===== config.mk =====
export PLATFORM = sky130hd
export DESIGN_NAME = order_message_decimal_formatter_core
export DESIGN_NICKNAME = d
export VERILOG_FILES = /design/src/rtl/ofmt_pkg.sv /design/src/rtl/ofmt_div10.sv /design/src/rtl/order_message_decimal_formatter_core.sv
export SDC_FILE = /design/constraint.sdc
export NUM_CORES = 2
export LEC_CHECK = 0
export CORE_MARGIN = 4
export CORE_UTILIZATION = 60
export CTS_BUF_LIST = sky130_fd_sc_hd__clkbuf_4
export CTS_CLUSTER_DIAMETER = 50
export DETAILED_ROUTE_END_ITERATION = 6
export DONT_BUFFER_PORTS = 1
export HOLD_SLACK_MARGIN = 0.03
export PLACE_DENSITY = 0.79
export REMOVE_ABC_BUFFERS = 1
export SYNTH_ARGS = -nofsm -noshare
export SYNTH_HDL_FRONTEND = slang
export SYNTH_SLANG_ARGS = --single-unit

===== constraint.sdc =====
create_clock -name clk_i -period 8.7 [get_ports clk_i]
set_input_delay 1.74 -clock clk_i [delete_from_list [all_inputs] [get_ports clk_i]]
set_output_delay 1.74 -clock clk_i [all_outputs]
set_load 0.01 [all_outputs]

===== src/rtl/ofmt_pkg.sv =====
// shared types, character codes and divider constants for the order message formatter
package ofmt_pkg;

  // widest decimal form of a 32-bit magnitude
  parameter int unsigned DIGIT_MAX = 10;
  parameter int unsigned DIGIT_IDX_W = $clog2(DIGIT_MAX);
  parameter int unsigned DIGIT_CNT_W = $clog2(DIGIT_MAX + 1);

  parameter int unsigned HEAD_LEN = 4;
  parameter int unsigned HEAD_IDX_W = $clog2(HEAD_LEN);

  parameter logic [7:0] CH_ZERO  = 8'h30;
  parameter logic [7:0] CH_SPACE = 8'h20;
  parameter logic [7:0] CH_MINUS = 8'h2D;
  parameter logic [7:0] CH_NUL   = 8'h00;

  // "NEW "
  parameter logic [7:0] HEAD_TEXT [HEAD_LEN] = '{8'h4E, 8'h45, 8'h57, 8'h20};

  // floor(v / 10) = (v * 0xCCCCCCCD) >> 35, exact for every 32-bit v
  parameter logic [31:0] DIV_RECIP = 32'hCCCC_CCCD;
  parameter int unsigned DIV_SHIFT = 35;
  parameter int unsigned QUOT_W = 64 - DIV_SHIFT;

  typedef enum logic [2:0] {
    ST_IDLE,
    ST_HEAD,
    ST_CONV,
    ST_SIGN,
    ST_DIGIT,
    ST_SEP
  } fmt_state_e;

  typedef enum logic [1:0] {
    FLD_ID,
    FLD_PRICE,
    FLD_QTY
  } field_e;

  // result of one divide-by-ten pass
  typedef struct packed {
    logic              done;
    logic [QUOT_W-1:0] quot;
    logic [3:0]        digit;
  } div_res_t;

  function automatic logic [31:0] magnitude(logic [31:0] v);
    return v[31] ? (~v + 32'd1) : v;
  endfunction

endpackage


===== src/rtl/ofmt_div10.sv =====
// two-stage divide-by-ten unit giving quotient and decimal digit
module ofmt_div10 (
  input  logic               clk_i,
  input  logic               rst_ni,
  input  logic               start_i,
  input  logic [31:0]        value_i,
  output ofmt_pkg::div_res_t res_o
);
  import ofmt_pkg::*;

  logic              s1_vld_q;
  logic [QUOT_W-1:0] s1_quot_q;
  logic [31:0]       s1_val_q;
  logic [63:0]       prod;
  logic [31:0]       times_ten;
  logic [31:0]       rem_full;
  logic              done_q;
  logic [QUOT_W-1:0] quot_q;
  logic [3:0]        digit_q;

  assign prod = {32'd0, value_i} * {32'd0, DIV_RECIP};

  // remainder by shift-add, no second multiplier
  assign times_ten = ({3'd0, s1_quot_q} << 3) + ({3'd0, s1_quot_q} << 1);
  assign rem_full  = s1_val_q - times_ten;

  always_ff @(posedge clk_i or negedge rst_ni) begin
    if (!rst_ni) begin
      s1_vld_q <= 1'b0;
      done_q   <= 1'b0;
    end else begin
      s1_vld_q <= start_i;
      done_q   <= s1_vld_q;
    end
  end

  always_ff @(posedge clk_i) begin
    s1_quot_q <= prod[63:DIV_SHIFT];
    s1_val_q  <= value_i;
    quot_q    <= s1_quot_q;
    digit_q   <= rem_full[3:0];
  end

  assign res_o.done  = done_q;
  assign res_o.quot  = quot_q;
  assign res_o.digit = digit_q;

endmodule


===== src/rtl/order_message_decimal_formatter_core.sv =====
// top level: sequencer, digit buffer and output register of the order message formatter
// the first byte goes out from the head state through the output register; bytes pause while a field converts
// each decimal digit passes through both stages of the shared divide-by-ten unit before the next one starts
// the order input is stalled until the terminating byte enters the output register; one order is formatted at a time
// reset clears the sequencer, the divider valid flags and the output valid flag
module order_message_decimal_formatter_core #(
  parameter int unsigned QTY_DIGITS = 4
) (
  input  logic               clk_i,
  input  logic               rst_ni,
  input  logic               in_valid_i,
  output logic               in_stall_o,
  input  logic signed [31:0] order_id_i,
  input  logic signed [31:0] order_price_i,
  input  logic [31:0]        order_quantity_i,
  output logic               out_valid_o,
  input  logic               out_stall_i,
  output logic [7:0]         text_byte_o,
  output logic               is_last_o
);
  import ofmt_pkg::*;

  fmt_state_e state_q, state_d;
  field_e     field_q, field_d;

  logic [HEAD_IDX_W-1:0]  head_idx_q, head_idx_d;
  logic [DIGIT_CNT_W-1:0] cnt_q, cnt_d;
  logic [DIGIT_IDX_W-1:0] rd_idx;
  logic [3:0]             digit_buf_q [DIGIT_MAX];

  // operands held for the fields still to print
  logic [31:0] price_q, price_d;
  logic [31:0] qty_q, qty_d;
  logic [31:0] val_q, val_d;
  logic        neg_q, neg_d;
  logic        pend_q, pend_d;

  logic        out_valid_q;
  logic [7:0]  text_byte_q;
  logic        is_last_q;

  logic        in_xfer;
  logic        slot_free;
  logic        emit;
  logic [7:0]  emit_byte;
  logic        emit_last;
  logic        div_start;
  logic [31:0] div_val;
  logic        conv_last;
  div_res_t    div_res;

  ofmt_div10 u_div10 (
    .clk_i   (clk_i),
    .rst_ni  (rst_ni),
    .start_i (div_start),
    .value_i (div_val),
    .res_o   (div_res)
  );

  assign in_stall_o = (state_q != ST_IDLE);
  assign in_xfer    = in_valid_i && !in_stall_o;

  // output register takes a new byte when empty or being drained this cycle
  assign slot_free = !out_valid_q || !out_stall_i;

  // digits are gathered least significant first and read back from the top
  assign rd_idx = DIGIT_IDX_W'(cnt_q - DIGIT_CNT_W'(1));

  // signed fields stop when the quotient runs out, the quantity after a fixed count
  assign conv_last = (field_q == FLD_QTY)
                   ? ((cnt_q + DIGIT_CNT_W'(1)) == DIGIT_CNT_W'(QTY_DIGITS))
                   : (div_res.quot == '0);

  // next state
  always_comb begin
    state_d = state_q;
    case (state_q)
      ST_IDLE: begin
        if (in_valid_i) state_d = ST_HEAD;
      end
      ST_HEAD: begin
        if (slot_free && head_idx_q == HEAD_IDX_W'(HEAD_LEN - 1)) state_d = ST_CONV;
      end
      ST_CONV: begin
        if (div_res.done && conv_last) state_d = neg_q ? ST_SIGN : ST_DIGIT;
      end
      ST_SIGN: begin
        if (slot_free) state_d = ST_DIGIT;
      end
      ST_DIGIT: begin
        if (slot_free && cnt_q == DIGIT_CNT_W'(1)) state_d = ST_SEP;
      end
      ST_SEP: begin
        if (slot_free) state_d = (field_q == FLD_QTY) ? ST_IDLE : ST_CONV;
      end
      default: state_d = ST_IDLE;
    endcase
  end

  // byte selection and divider issue
  always_comb begin
    emit      = 1'b0;
    emit_byte = CH_NUL;
    emit_last = 1'b0;
    div_start = 1'b0;
    div_val   = val_q;
    case (state_q)
      ST_HEAD: begin
        emit      = slot_free;
        emit_byte = HEAD_TEXT[head_idx_q];
      end
      ST_CONV: begin
        if (!pend_q) begin
          div_start = 1'b1;
        end else if (div_res.done && !conv_last) begin
          // chain straight on with the fresh quotient
          div_start = 1'b1;
          div_val   = 32'(div_res.quot);
        end
      end
      ST_SIGN: begin
        emit      = slot_free;
        emit_byte = CH_MINUS;
      end
      ST_DIGIT: begin
        emit      = slot_free;
        emit_byte = CH_ZERO + 8'(digit_buf_q[rd_idx]);
      end
      ST_SEP: begin
        emit = slot_free;
        if (field_q == FLD_QTY) begin
          emit_byte = CH_NUL;
          emit_last = 1'b1;
        end else begin
          emit_byte = CH_SPACE;
        end
      end
      default: ;
    endcase
  end

  // datapath next values
  always_comb begin
    field_d    = field_q;
    head_idx_d = head_idx_q;
    cnt_d      = cnt_q;
    price_d    = price_q;
    qty_d      = qty_q;
    val_d      = val_q;
    neg_d      = neg_q;
    pend_d     = pend_q;

    if (in_xfer) begin
      field_d    = FLD_ID;
      head_idx_d = '0;
      cnt_d      = '0;
      price_d    = $unsigned(order_price_i);
      qty_d      = order_quantity_i;
      val_d      = magnitude($unsigned(order_id_i));
      neg_d      = order_id_i[31];
    end

    if (state_q == ST_HEAD && emit) head_idx_d = head_idx_q + HEAD_IDX_W'(1);

    if (div_start) begin
      pend_d = 1'b1;
    end else if (div_res.done) begin
      pend_d = 1'b0;
    end

    if (state_q == ST_CONV && div_res.done) cnt_d = cnt_q + DIGIT_CNT_W'(1);
    if (state_q == ST_DIGIT && emit) cnt_d = cnt_q - DIGIT_CNT_W'(1);

    // load the next field once its separator leaves
    if (state_q == ST_SEP && emit) begin
      case (field_q)
        FLD_ID: begin
          field_d = FLD_PRICE;
          val_d   = magnitude(price_q);
          neg_d   = price_q[31];
        end
        FLD_PRICE: begin
          field_d = FLD_QTY;
          val_d   = qty_q;
          neg_d   = 1'b0;
        end
        default: field_d = FLD_ID;
      endcase
    end
  end

  always_ff @(posedge clk_i or negedge rst_ni) begin
    if (!rst_ni) begin
      state_q     <= ST_IDLE;
      field_q     <= FLD_ID;
      head_idx_q  <= '0;
      cnt_q       <= '0;
      neg_q       <= 1'b0;
      pend_q      <= 1'b0;
      out_valid_q <= 1'b0;
    end else begin
      state_q    <= state_d;
      field_q    <= field_d;
      head_idx_q <= head_idx_d;
      cnt_q      <= cnt_d;
      neg_q      <= neg_d;
      pend_q     <= pend_d;
      if (emit) begin
        out_valid_q <= 1'b1;
      end else if (!out_stall_i) begin
        out_valid_q <= 1'b0;
      end
    end
  end

  // payload registers
  always_ff @(posedge clk_i) begin
    price_q <= price_d;
    qty_q   <= qty_d;
    val_q   <= val_d;
    if (emit) begin
      text_byte_q <= emit_byte;
      is_last_q   <= emit_last;
    end
    if (state_q == ST_CONV && div_res.done) begin
      digit_buf_q[cnt_q[DIGIT_IDX_W-1:0]] <= div_res.digit;
    end
  end

  assign out_valid_o = out_valid_q;
  assign text_byte_o = text_byte_q;
  assign is_last_o   = is_last_q;

  // divider results only arrive while a field is being converted
  assert property (@(posedge clk_i) disable iff (!rst_ni)
    div_res.done |-> state_q == ST_CONV)
    else $error("divider result outside conversion");

  // digit buffer never overruns
  assert property (@(posedge clk_i) disable iff (!rst_ni)
    cnt_q <= DIGIT_CNT_W'(DIGIT_MAX))
    else $error("digit count beyond buffer");

  // every field prints at least one digit
  assert property (@(posedge clk_i) disable iff (!rst_ni)
    state_q == ST_DIGIT |-> cnt_q != '0)
    else $error("digit output with empty buffer");

  // the end marker only ever sits on the terminating byte
  assert property (@(posedge clk_i) disable iff (!rst_ni)
    out_valid_o && is_last_o |-> text_byte_o == CH_NUL)
    else $error("end marker on a non-terminating byte");

  // a new order starts with an empty digit buffer and no divide in flight
  assert property (@(posedge clk_i) disable iff (!rst_ni)
    in_valid_i && !in_stall_o |-> cnt_q == '0 && !pend_q)
    else $error("order taken with conversion in flight");

endmodule


==> summary.txt <==
Route
  – Number of DRC violations after detailed-routing iteration 0: 1,659
  – Initial DRT Pass Iterations: 5
  – Routed Antenna Nets: 0
  – DR vias: 21,400
  – Per-cell via count in the routed design: 5.70
  – Routed wirelength normalized by instance count: 22.9 um
  – Drt total wl: 85.9 mm
  – DRC violations left: 0

Logic synthesis
  – Share of the yosys chip area belonging to registers: 0.213
  – Share of the synthesized area in the top cell type: 0.287
  – Top cells by instance count after synthesis: sky130_fd_sc_hd__inv_1 (651), sky130_fd_sc_hd__fa_1 (386), sky130_fd_sc_hd__ha_1 (353), sky130_fd_sc_hd__nand2_1 (178), sky130_fd_sc_hd__edfxtp_1 (112)
  – Count of cell types in the netlist: 78
  – Gate count after technology mapping: 2,693
  – Share of flip-flops with an asynchronous set or reset after synthesis: 0.0708
  – Post-synthesis sequential element count: 226
  – Synthesized area divided by synthesized cell count: 10.0 um2
  – Top FF cell, synth: sky130_fd_sc_hd__edfxtp_1
  – EDFF count, synth: 112
  – Cell with the most instances after synthesis: sky130_fd_sc_hd__inv_1
  – Netlist area before placement: 26,900 um2
  – Cell accounting for the most synthesized area: sky130_fd_sc_hd__fa_1
  – Top post-synthesis cells by area: sky130_fd_sc_hd__fa_1 (29%), sky130_fd_sc_hd__ha_1 (16%), sky130_fd_sc_hd__edfxtp_1 (12%)
  – Number of synthesis warnings: 0

Timing
  – Final number of max-transition violations: 0
  – Setup total negative slack: -13.6 ps
  – Final Hold Viols: 0
  – Final critical-path share of the clock period: 1.00
  – Fmax: 0.115 GHz
  – Clock skew: 33.7 ps
  – Min cycle time layout: 8710 ps
  – Slew at the pin closest to its max-slew limit: 1170 ps
  – Setup repair after global routing missed its margin: yes
  – Setup-failing EPs final: 1
  – Final critical-path setup slack: -13.6 ps
  – Headroom to the max-slew limit: 0.222

Clocking
  – CTS Root Cell: sky130_fd_sc_hd__clkbuf_4
  – Cts bufs inserted: 49
  – Deepest level of the CTS H-tree: 2
  – Clk_lat worst skew: 640 ps
  – Number of clock sinks: 226
  – Clock tree from TritonCTS: built
  – Maximum root-to-sink buffer count: 3
  – Clock slew at reported path FFs: 90 ps

GRT
  – Met3 track demand over resource: 0.0554
  – Wire length of the first global-routing pass: 129 mm
  – GR Overflow Total: 0
  – Vias in the first global route: 22,600
  – Met1 layer usage reported by global route: 0.449
  – Pin count of the biggest net entering global routing: 77
  – Global routing met2 resource utilization: 0.601
  – Number of antenna violations at the first check in global routing: 2
  – Layer with the highest usage: met2
  – GRT Overall Usage: 0.356

Outcome
  – Violated checks: setup timing
  – Result of the run: complete, but fails checks

Setup path
  – CP startpoint kind: flop
  – Type of the worst setup path: reg2reg
  – Worst Path Buf+Inv: 11
  – Delay of the slowest cell on the worst path: 540 ps
  – Top delay family on crit path: adder cells
  – Dominant cell type by count on the critical path: sky130_fd_sc_hd__fa_1
  – Crit-path slowest cell: sky130_fd_sc_hd__fa_1
  – Endpoint class of the critical path: flop
  – Worst Path Max Fanout: 5
  – Critical path required time: 9230 ps
  – Arrival time reported for the critical path endpoint: 9250 ps

Place
  – Instance count after placement with tap cells included: 3,622
  – Worst Setup Slack post-DPL: -625 ps
  – Global placement routability congestion: 1.03
  – IO Port Bufs: 0
  – Post-DP HPWL: 73.5 mm

Cells and area
  – Multi-input combinational cell area: 19,900 um2
  – Synthesis-to-finish area growth: 22.3%
  – Cell Count, Final, Fillers Out: 3,757
  – Number of filler instances in the final layout: 3,149
  – Share of final-layout standard cells stronger than drive strength 1: 0.243
  – Total Nets Final: 3,961
  – Area used by sequential logic in the layout: 5730 um2
  – Final cell utilization of the core: 0.743

Die
  – Initial Util: 0.607
  – Die height: 220 um
  – Die Outline Area: 48,300 um2
  – Area of the core: 44,300 um2
  – Die Span X: 220 um
  – IO Count: 111
  – Standard-cell row count: 77

Min path
  – Hold crit path type: reg2reg

Flow run
  – Max Cap Viol: 0
## metal layers
layer  vias up  part of all wire  routed length, um
li1       9593                 -                  -
met1     10600              0.38              32700
met2       923              0.49              42100
met3       254             0.066               5680
met4         0             0.063               5410
met5         -                 0                  0
## worst paths after layout
path | cells after the start | slack, ps | start | endpoint
hold / removal | 0 | 310 | u_div10.s1_quot_q[28] | u_div10.quot_q[28]
max in group asynchronous | 0 | 7810 | rst_ni | cnt_q[0]
min in group asynchronous | 0 | 780 | rst_ni | state_q[0]
hold reg to reg | 0 | 310 | u_div10.s1_quot_q[28] | u_div10.quot_q[28]
setup / recovery | 33 | -10 | u_div10.quot_q[8] | u_div10.s1_quot_q[0]
setup reg to reg | 33 | -10 | u_div10.quot_q[8] | u_div10.s1_quot_q[0]
## layout make-up
type                            instances  area share
Clock buffer                           66      0.0150
Clock inverter                         26     0.00399
Sequential cell                       226       0.174
Tap cell                              592      0.0225
Inverter                              654      0.0747
Multi-Input combinational cell       1756       0.606
Antenna cell                            2    0.000152
Timing Repair Buffer                  435       0.104
## cell usage in the layout, fill, tap and decap left out, drive strengths merged, types with 4 or more instances in the layout
cell type / n
o21a: 4
a21o: 35
clkinv: 24
a21oi: 112
xor2: 92
buf: 435
mux4: 8
and2: 11
ha: 353
and3: 26
clkbuf: 66
nor4: 17
o31ai: 22
xnor2: 55
nor2: 85
nand2b: 9
a211oi: 14
a31oi: 11
fa: 386
mux2i: 23
nand4: 20
o211ai: 34
o21bai: 13
nand2: 178
a2111oi: 5
or4: 11
dfxtp: 98
or3: 11
nor2b: 14
edfxtp: 112
o21ai: 99
nand3: 27
or2: 7
dfrtp: 16
nor3: 19
inv: 655
o41ai: 8
## sequential cells by signal, summed over array words and instances, names as in the netlist, 2 cells and up
name	flops
u_div10.s1_quot_q	29
u_div10.s1_val_q	4
cnt_q	4
qty_q	32
text_byte_o	7
u_div10.digit_q	4
field_q	2
state_q	3
val_q	32
head_idx_q	2
u_div10.quot_q	29
price_q	32
digit_buf_q	40
## timing repair
item | in CTS | in global routing
resized for setup | 138 | 187
setup endpoints to repair | 28 | 28
gates cloned | 1 | 0
hold buffers | 0 | 0
buffers inserted | 17 | 28
pin swaps | 41 | 75
## logic make-up (layout without fill, tap and decap cells)
family          count (synthesis)  after routing  share of synthesized area
fa+ha+maj                     739            739                      0.451
flops                         226            226                      0.213
other cells                     1              3                   0.000139
buf+inv                       711           1181                     0.0998
compound gates                385            385                     0.0912
xor+xnor                      147            147                     0.0484
mux                            34             34                     0.0171
simple gates                  450            450                     0.0797
## per-stage QoR
stage | area (um2) | hold WS, ps
6_report | 32900 | 310
5_1_grt | 32900 | 313
4_1_cts | 31900 | 316
3_5_place_dp | 30500 | 312
3_3_place_gp | 30500 | 312
2_1_floorplan | 26700 | 310
Power is left out: the tool's default activity adds up to more than one toggle a clock period on the data nets, which glitch-free logic cannot reach.
